## src/hw/rtl/bol_pkg.sv

```systemverilog
// bol_pkg: shared codes and defaults for the bounded ordered list engine.
// Used by bol_cell, bol_ctrl and bounded_ordered_list_engine_unit. No dependencies.
package bol_pkg;

  localparam int CAPACITY_DEF  = 64;
  localparam int WORD_BITS_DEF = 32;

  localparam int FUNC_W   = 4;
  localparam int POS_W    = 7;
  localparam int IO_WORD_W = 32;
  localparam int COUNT_W  = 7;
  localparam int STATUS_W = 2;

  // Request codes carried by in_func; codes nine to fifteen are ignored.
  typedef enum logic [FUNC_W-1:0] {
    FN_PUSH_BACK  = 4'd0,
    FN_PUSH_FRONT = 4'd1,
    FN_POP_BACK   = 4'd2,
    FN_POP_FRONT  = 4'd3,
    FN_READ       = 4'd4,
    FN_WRITE      = 4'd5,
    FN_INSERT     = 4'd6,
    FN_ERASE      = 4'd7,
    FN_CLEAR      = 4'd8
  } func_t;

  typedef enum logic [STATUS_W-1:0] {
    ST_OK    = 2'd0,
    ST_EMPTY = 2'd1,
    ST_RANGE = 2'd2,
    ST_FULL  = 2'd3
  } status_t;

  // Command broadcast along the cell row.
  typedef enum logic [1:0] {
    CELL_HOLD  = 2'd0,
    CELL_WRITE = 2'd1,  // load new word at the addressed cell
    CELL_SHR   = 2'd2,  // open a gap at the addressed cell, load new word there
    CELL_SHL   = 2'd3   // close the gap at the addressed cell
  } cell_op_t;

endpackage

```

## src/hw/rtl/bol_cell.sv

```systemverilog
// bol_cell: one storage cell of the list row; takes its left or right
// neighbor's word, the new word, or holds. Depends on bol_pkg.
module bol_cell #(
  parameter int WORD_BITS = bol_pkg::WORD_BITS_DEF,
  parameter int IW        = 6,
  parameter int IDX       = 0
) (
  input  logic                  clk,
  input  bol_pkg::cell_op_t     op,
  input  logic [IW-1:0]         op_pos,
  input  logic [WORD_BITS-1:0]  wr_word,
  input  logic [WORD_BITS-1:0]  left_word,
  input  logic [WORD_BITS-1:0]  right_word,
  output logic [WORD_BITS-1:0]  word_o
);

  localparam logic [IW-1:0] MY_IDX = IW'(IDX);

  logic [WORD_BITS-1:0] word_r;
  logic [WORD_BITS-1:0] word_nxt;

  always_comb begin
    word_nxt = word_r;
    unique case (op)
      bol_pkg::CELL_HOLD: begin
        word_nxt = word_r;
      end
      bol_pkg::CELL_WRITE: begin
        if (op_pos == MY_IDX) word_nxt = wr_word;
      end
      bol_pkg::CELL_SHR: begin
        if (op_pos == MY_IDX) word_nxt = wr_word;
        else if (MY_IDX > op_pos) word_nxt = left_word;
      end
      bol_pkg::CELL_SHL: begin
        if (MY_IDX >= op_pos) word_nxt = right_word;
      end
      default: begin
        word_nxt = word_r;
      end
    endcase
  end

  always_ff @(posedge clk) begin
    word_r <= word_nxt;
  end

  assign word_o = word_r;

endmodule

```

## config.mk

```make
export PLATFORM = sky130hd
export DESIGN_NAME = bol_cell
export DESIGN_NICKNAME = d
export VERILOG_FILES = /design/src/hw/rtl/bol_pkg.sv /design/src/hw/rtl/bol_cell.sv
export SDC_FILE = /design/constraint.sdc
export NUM_CORES = 1
export LEC_CHECK = 0
export BUFFER_PORTS_ARGS = -buffer_cell sky130_fd_sc_hd__buf_2
export CORE_MARGIN = 2
export CORE_UTILIZATION = 44
export CTS_CLUSTER_SIZE = 14
export DETAILED_ROUTE_END_ITERATION = 8
export PLACE_DENSITY_LB_ADDON = 0.15
export SLEW_MARGIN = 25
export SYNTH_ARGS = -nofsm -noshare
export SYNTH_HDL_FRONTEND = slang
export SYNTH_SLANG_ARGS = --single-unit
```

## constraint.sdc

```tcl
create_clock -name clk -period 3 [get_ports clk]
set_input_delay 0.6 -clock clk [delete_from_list [all_inputs] [get_ports clk]]
set_output_delay 0.6 -clock clk [all_outputs]
set_load 0.005 [all_outputs]
```

==> key figures <==
Critical path
  • Worst Setup End Kind: flop
  • Worst Path Required: 2970 ps
  • Crit Path Max Fanout: 39
  • Worst setup SP type: primary input
  • WS Path Type: in2reg
  • CP arrival: 1850 ps

Global route
  • Met3 track demand over resource: 5.81%
  • GRT Residual Overflow: 0
  • Largest net degree at the start of global routing: 40
  • Met2 Use GR: 33.7%
  • First-pass GRT wire length: 9.31 mm
  • Total track usage: 20.0%
  • Vias in the first global route: 1992
  • Met1 GRT Util: 24.1%
  • GRT busiest layer: met2
  • Initial antenna violation count: 0

Clocking
  • Hold_buf cts: 0
  • Post-CTS Setup Inserts: 0
  • Post-CTS sizing: 0
  • CTS tree: yes
  • H-tree depth: 2
  • CTS Sinks: 32
  • Num CTS Buffers: 5
  • Clock buffer depth: 2
  • CTS root buffer: clkbuf_8
  • Reg clk slew, reported paths: 60 ps

Status
  • Outcome: finished clean

Floorplan
  • Core area: 5070 um^2
  • Die area: 5850 um^2
  • Initial Util: 45.5%
  • Die width: 76.5 um
  • DIE HEIGHT: 76.5 um
  • Row cnt: 26
  • IO Pins: 137

Run
  • Max_cap viols: 0

Route
  • WL final: 5.74 mm
  • TritonRoute pass-1 iters: 4
  • Iter 0 DRT Violations: 114
  • WL/cell: 14.8 um
  • Routed Antenna Nets: 0
  • # DRC: 0
  • Vias per cell: 5.15
  • Routed vias: 1999

Timing
  • Slew headroom: 58.0%
  • Final Cycle Share: 62.8%
  • Final Critical Period: 1880 ps
  • Worst-margin pin slew: 629 ps
  • Setup-failing EPs final: 0
  • Hold Fails Final Rpt: 0
  • RSZ-0062 raised after global routing: false
  • Hold Slack: 685 ps
  • Setup tns final: 0 ps
  • Final count of pins violating max slew: 0
  • Max Clk Rate: 531 MHz

Synthesis
  • FF+latch count, synth: 32
  • Cells after Synth: 189
  • Sequential share of the synthesized area: 41.6%
  • Synth top area share: 41.6%
  • Yosys cell types: 21
  • Mapped Area: 2310 um^2
  • Top post-synthesis cells by area: edfxtp_1 (42%), a221oi_2 (19%), a2111oi_1 (12%)
  • Synth area leader: edfxtp_1
  • Syn Area/Cell: 12.2 um^2
  • Syn nets: 294
  • Yosys warning count: 0

Layout
  • Core Util, Final: 60.0%
  • Final design instance area without fill: 3050 um^2
  • Final #Nets: 422
  • Layout cells sized above 1: 57.9%
  • Commonest non-fill, non-tap cell in the layout: buf_2
  • # diodes: 0
  • Max reg flops: 32
  • Most frequent cells in the layout: buf_2 (136), inv_1 (33), nor2b_1 (32), edfxtp_1 (32), a221oi_2 (30)
  • Area Overhead vs Synth: 31.8%

Power and ir drop
  • Leak pwr: 1.30 nW
  • Total power: 1.05 mW
  • Pwr/cell area: 344 nW/um^2
  • Max VDD drop: 165 uV

Hold path
  • Hold_sp: wr_word[23]
  • Worst Hold Class: in2reg
  • Hold EP: word_o[23]$_DFFE_PP_
  • WHS Path Cells: 3

Place
  • Placed Area: 2970 um^2
  • Routability Congestion: 0.789
  • DP HPWL: 4.23 mm
  • Buffers on Ports: 136
## how the worst max path moves through the flow
stage | startpoint | end | slack [ps] | cells past startpoint
3_3_place_gp | op[0] | word_o[21]$_DFFE_PP_ | 850 | 4
2_1_floorplan | op[1] | word_o[0]$_DFFE_PP_ | 610 | 3
6_report | op[0] | word_o[5]$_DFFE_PP_ | 1120 | 4
5_1_grt | op[0] | word_o[5]$_DFFE_PP_ | 990 | 4
3_5_place_dp | op[0] | word_o[7]$_DFFE_PP_ | 820 | 4
4_1_cts | op[0] | word_o[6]$_DFFE_PP_ | 1120 | 4
## per-layer routing
metal | vias to the layer above | part of all wire [%]
met5 | - | 0
met4 | 0 | 2.1
met3 | 11 | 8.3
met2 | 91 | 49
met1 | 892 | 41
li1 | 1005 | -
## report_power, final
group / internal [mW] / switching (mW) / total, mW
sequential: 0.502 / 0.000987 / 0.503
clock: 0.161 / 0.151 / 0.312
combinational: 0.116 / 0.115 / 0.231
total: 0.779 / 0.267 / 1.05
## per-stage QoR
stage	setup WS [ps]	instances
6_report	1120	388
5_1_grt	993	388
4_1_cts	1120	388
3_5_place_dp	824	380
3_3_place_gp	851	380
2_1_floorplan	610	189
## area by class of cell
cell class | count | area, um^2
clock inverters | 1 | 3.75
fillers | 466 | 2030
multi-input cells | 101 | 1050
inverters | 33 | 124
repair buffers | 144 | 741
well taps | 70 | 87.6
flip-flops and latches | 32 | 961
clock buffers | 7 | 76.3
## critical path, stage by stage
cell and delay [ps]:
buf_2 350, buf_4 410, o211a_1 230, buf_4 240
## cells in the mapped netlist, drive strengths merged
cell type and count:
a221oi 32, nor4 1, a2111oi 32, o211a 1
nor2 1, inv 33, nor2b 32, a21o 1
nor3 1, buf 14, clkbuf 9, edfxtp 32
## cell families after synthesis
logic type	after synthesis	synth area share, %
simple gates	35	9.96
buf+inv	56	13.0
compound gates	66	35.5
flops	32	41.6
Power figures use the tool's default switching activity.
