[src/hw/rtl/bol_pkg.sv]
// bol_pkg: shared codes and defaults for the bounded ordered list engine.
// Used by bol_cell, bol_ctrl and bounded_ordered_list_engine_unit. No dependencies.
package bol_pkg;

  localparam int CAPACITY_DEF  = 64;
  localparam int WORD_BITS_DEF = 32;

  localparam int FUNC_W   = 4;
  localparam int POS_W    = 7;
  localparam int IO_WORD_W = 32;
  localparam int COUNT_W  = 7;
  localparam int STATUS_W = 2;

  // Request codes carried by in_func; codes nine to fifteen are ignored.
  typedef enum logic [FUNC_W-1:0] {
    FN_PUSH_BACK  = 4'd0,
    FN_PUSH_FRONT = 4'd1,
    FN_POP_BACK   = 4'd2,
    FN_POP_FRONT  = 4'd3,
    FN_READ       = 4'd4,
    FN_WRITE      = 4'd5,
    FN_INSERT     = 4'd6,
    FN_ERASE      = 4'd7,
    FN_CLEAR      = 4'd8
  } func_t;

  typedef enum logic [STATUS_W-1:0] {
    ST_OK    = 2'd0,
    ST_EMPTY = 2'd1,
    ST_RANGE = 2'd2,
    ST_FULL  = 2'd3
  } status_t;

  // Command broadcast along the cell row.
  typedef enum logic [1:0] {
    CELL_HOLD  = 2'd0,
    CELL_WRITE = 2'd1,  // load new word at the addressed cell
    CELL_SHR   = 2'd2,  // open a gap at the addressed cell, load new word there
    CELL_SHL   = 2'd3   // close the gap at the addressed cell
  } cell_op_t;

endpackage

[src/hw/rtl/bol_ctrl.sv]
// bol_ctrl: request decode; range/full/empty checks, cell row command
// and next count. Depends on bol_pkg.
module bol_ctrl #(
  parameter int CAPACITY = bol_pkg::CAPACITY_DEF,
  parameter int IW       = 6,
  parameter int CW       = 7
) (
  input  logic [bol_pkg::FUNC_W-1:0] func,
  input  logic [bol_pkg::POS_W-1:0]  position,
  input  logic [CW-1:0]              held,
  output bol_pkg::cell_op_t          op,
  output logic [IW-1:0]              op_pos,
  output logic [CW-1:0]              held_nxt,
  output bol_pkg::status_t           status,
  output logic                       rd_en
);

  localparam int PW = (CW > bol_pkg::POS_W) ? CW : bol_pkg::POS_W;

  logic [PW-1:0] pos_ext;
  logic [PW-1:0] held_ext;
  logic          full;
  logic          empty;
  logic          in_range;
  logic          ins_ok;

  assign pos_ext  = PW'(position);
  assign held_ext = PW'(held);
  assign full     = (held == CW'(CAPACITY));
  assign empty    = (held == '0);
  assign in_range = (pos_ext < held_ext);
  assign ins_ok   = (pos_ext <= held_ext);

  always_comb begin
    op       = bol_pkg::CELL_HOLD;
    op_pos   = pos_ext[IW-1:0];
    held_nxt = held;
    status   = bol_pkg::ST_OK;
    rd_en    = 1'b0;
    unique case (bol_pkg::func_t'(func))
      bol_pkg::FN_PUSH_BACK: begin
        if (full) status = bol_pkg::ST_FULL;
        else begin
          op       = bol_pkg::CELL_WRITE;
          op_pos   = held_ext[IW-1:0];
          held_nxt = CW'(held + 1'b1);
        end
      end
      bol_pkg::FN_PUSH_FRONT: begin
        if (full) status = bol_pkg::ST_FULL;
        else begin
          op       = bol_pkg::CELL_SHR;
          op_pos   = '0;
          held_nxt = CW'(held + 1'b1);
        end
      end
      bol_pkg::FN_POP_BACK: begin
        if (empty) status = bol_pkg::ST_EMPTY;
        else held_nxt = CW'(held - 1'b1);
      end
      bol_pkg::FN_POP_FRONT: begin
        if (empty) status = bol_pkg::ST_EMPTY;
        else begin
          op       = bol_pkg::CELL_SHL;
          op_pos   = '0;
          held_nxt = CW'(held - 1'b1);
        end
      end
      bol_pkg::FN_READ: begin
        if (!in_range) status = bol_pkg::ST_RANGE;
        else rd_en = 1'b1;
      end
      bol_pkg::FN_WRITE: begin
        if (!in_range) status = bol_pkg::ST_RANGE;
        else op = bol_pkg::CELL_WRITE;
      end
      bol_pkg::FN_INSERT: begin
        // position check comes before the full check
        if (!ins_ok) status = bol_pkg::ST_RANGE;
        else if (full) status = bol_pkg::ST_FULL;
        else begin
          op       = bol_pkg::CELL_SHR;
          held_nxt = CW'(held + 1'b1);
        end
      end
      bol_pkg::FN_ERASE: begin
        if (!in_range) status = bol_pkg::ST_RANGE;
        else begin
          op       = bol_pkg::CELL_SHL;
          held_nxt = CW'(held - 1'b1);
        end
      end
      bol_pkg::FN_CLEAR: begin
        held_nxt = '0;
      end
      default: begin
        op = bol_pkg::CELL_HOLD;
      end
    endcase
  end

endmodule

[config.mk]
export PLATFORM = sky130hd
export DESIGN_NAME = bol_ctrl
export DESIGN_NICKNAME = d
export VERILOG_FILES = /design/src/hw/rtl/bol_pkg.sv /design/src/hw/rtl/bol_ctrl.sv
export SDC_FILE = /design/constraint.sdc
export NUM_CORES = 1
export LEC_CHECK = 0
export BUFFER_PORTS_ARGS = -buffer_cell sky130_fd_sc_hd__buf_2
export CORE_ASPECT_RATIO = 0.75
export CORE_MARGIN = 10
export CORE_UTILIZATION = 35
export DETAILED_ROUTE_END_ITERATION = 10
export GPL_TIMING_DRIVEN = 0
export PLACE_DENSITY = 0.7
export SLEW_MARGIN = 20
export SYNTH_ARGS = -nofsm -noshare
export SYNTH_HDL_FRONTEND = slang
export SYNTH_SLANG_ARGS = --single-unit
[constraint.sdc]
create_clock -name vclk -period 7.3
set_input_delay 1.46 -clock vclk [all_inputs]
set_output_delay 1.46 -clock vclk [all_outputs]
set_load 0.01 [all_outputs]
==> qor.yml <==
status:
  status: "finished, final reports clean"
grt:
  use_met3: 0.0297
  grt_pass1_wl_mm: 5.63
  grt_start_max_net_pins: 11
  grt_remaining_overflow: 0
  grt_pass1_vias: 1137
  use_met1: 0.193
  grt_util_all_layers: 0.128
  grt_util_met2: 0.178
  grt_busiest_layer: "met1"
  antenna_found_initial: 0
sta:
  slew_violations: 0
  hold_viol: 0
  grt_setup_unrepaired: "no"
  maxSlewHeadroom: 0.286
  fin_crit_sh: 0.714
  worst_pin_slew_ps: 1060
  setup_ws_ps: 2090
  fmax_ghz: 0.192
  setup_viol: 0
  fin_setup_tns_ps: 0
  fin_crit_ps: 5210
clock_tree:
  post_cts_resize_count: 0
  post_cts_buffers: 0
  ctsHoldBuffers: 0
power:
  power_w: 0.0000662
  total_leakage_power_nw: 0.478
  vdd_ir_drop_max_v: 0.0000236
  power.density_mw_per_mm2: 59.9
logic_synthesis:
  syn_inst: 126
  yosysWarnings: 0
  synthTopCellsByArea: "ha_1 13%, inv_1 5.5%, a21oi_1 5.0%, o21ai_0 5.0%, nor3_1 3.4%"
  avgSynthCellArea_um2: 7.08
  synth_nets: 153
  synth_top_area_cell: "ha_1"
  syn_area_um2: 892
  ys_types: 52
  synth_top_area_frac: 0.126
  ys_seq_area_frac: 0
die:
  core-area_mm2: 0.00236
  io_pins: 36
  die-area_mm2: 0.00499
  die_h_um: 63.7
  die_x_um: 78.3
  fp-row-count: 15
  start_util: 0.377
min_path:
  min_from: "position[3]"
  min_path_type: "in2out"
  hold_end: "op_pos[3]"
  hold_depth: 3
layout:
  finalNonFillerCells: 194
  nClkBuffers: 0
  drive_gt1_frac: 0.300
  n_antenna_cell: 0
  nNetsFinal: 189
  seq_area_um2: 0
  seq_cells: 0
  area_growth_syn_to_layout_pct: 23.8
  final_area_mm2: 0.00110
critical_path:
  crit_path_end_kind: "output pin"
  critPathMaxFanout: 7
  cp.arrival_ps: 3750
  cp.required_ps: 5840
  crit_path_start_kind: "primary input"
  worstSetupPathType: "in2out"
run:
  drv_cap: 0
placement:
  placed_cell_area_mm2: 0.00110
  dp_slack_ps: 2130
  io_buffers: 34
  place_inst: 194
  dp_hpwl_mm: 2.65
  gp_congestion: 0.861
detailed_routing:
  final_antenna_net_count: 0
  vias: 1154
  remaining_drc_errors: 0
  routed_wl_mm: 3.23
  via_per_inst: 5.95
  drtIter0Drc: 97
  detailedRoute.firstPassIterationCount: 4
  wl_per_cell_um: 16.6
==> worst max path at each step <==
| stage | from | to | slack, ps | depth (start not counted) |
|---|---|---|---|---|
| finish | held[5] | held_nxt[6] | 2090 | 9 |
| floorplan | held[3] | held_nxt[6] | 2600 | 8 |
| detailed placement | held[5] | held_nxt[6] | 2130 | 9 |
| global placement | held[5] | held_nxt[6] | 2180 | 9 |
| global route | held[5] | held_nxt[6] | 1880 | 9 |
| CTS | held[5] | held_nxt[6] | 2120 | 9 |
==> per-layer routing <==
layer | vias to the layer above | part of all wire
li1 | 572 | -
met1 | 521 | 0.50
met4 | 0 | 0.0025
met3 | 2 | 0.092
met5 | - | 0
met2 | 59 | 0.41
==> layout by cell type, fill, tap and decap left out, types with 2 or more instances in the layout <==
| cell type | instances |
|---|---|
| nor3_1 | 6 |
| a21oi_1 | 9 |
| nor3b_1 | 4 |
| a31oi_1 | 3 |
| nand3_1 | 5 |
| a221oi_1 | 3 |
| clkbuf_1 | 3 |
| o2bb2ai_1 | 2 |
| nand2_1 | 7 |
| a22o_1 | 3 |
| nor2_1 | 6 |
| and2_1 | 3 |
| nor4_1 | 2 |
| buf_2 | 35 |
| ha_1 | 9 |
| nand2b_1 | 2 |
| a2111oi_2 | 2 |
| inv_1 | 13 |
| and3_1 | 2 |
| o21ai_0 | 9 |
==> worst max-delay path, stage by stage <==
cell and delay [ps]:
buf_2 180, inv_1 130, ha_1 310, nand2_1 70, o21ai_0 640, o221a_2 440
a2111oi_0 90, a211oi_1 240, buf_2 180
==> cells by family (layout without fill, tap and decap cells) <==
family | count (synthesis) | in the layout | synth area share
fa+ha+maj | 9 | 9 | 0.126
simple gates | 47 | 47 | 0.318
mux | 1 | 1 | 0.0112
compound gates | 51 | 51 | 0.459
buf+inv | 18 | 52 | 0.0856
==> synth_stat cells, types with 2 or more instances <==
master / n
o21ai_0: 9
nor3_1: 6
a22o_1: 3
nand2_1: 7
nor2_1: 6
and2_1: 3
a2111oi_2: 2
a21oi_1: 9
nand3_1: 5
a221oi_1: 3
nor3b_1: 4
a31oi_1: 3
clkbuf_1: 3
nand2b_1: 2
inv_1: 13
and3_1: 2
o2bb2ai_1: 2
nor4_1: 2
ha_1: 9
==> power by group <==
part / internal, W / switching (W) / total [W]
combinational: 0.0000262 / 0.0000400 / 0.0000662
sequential: 0 / 0 / 0
clock: 0 / 0 / 0
==> metrics by stage <==
stage           util  hold slack, ps
2_1_floorplan      -            3050
3_3_place_gp   0.467            3240
3_5_place_dp   0.467            3250
4_1_cts        0.467            3250
5_1_grt        0.467            3260
6_report       0.467            3240
==> final cells by class <==
class / instances / area [um^2]
Fill cell: 260 / 1260
Multi-Input combinational cell: 108 / 816
Timing Repair Buffer: 34 / 170
Inverter: 13 / 48.8
Tap cell: 34 / 42.5
Buffer: 5 / 27.5
Note: power is estimated with default switching activity, not from simulation.
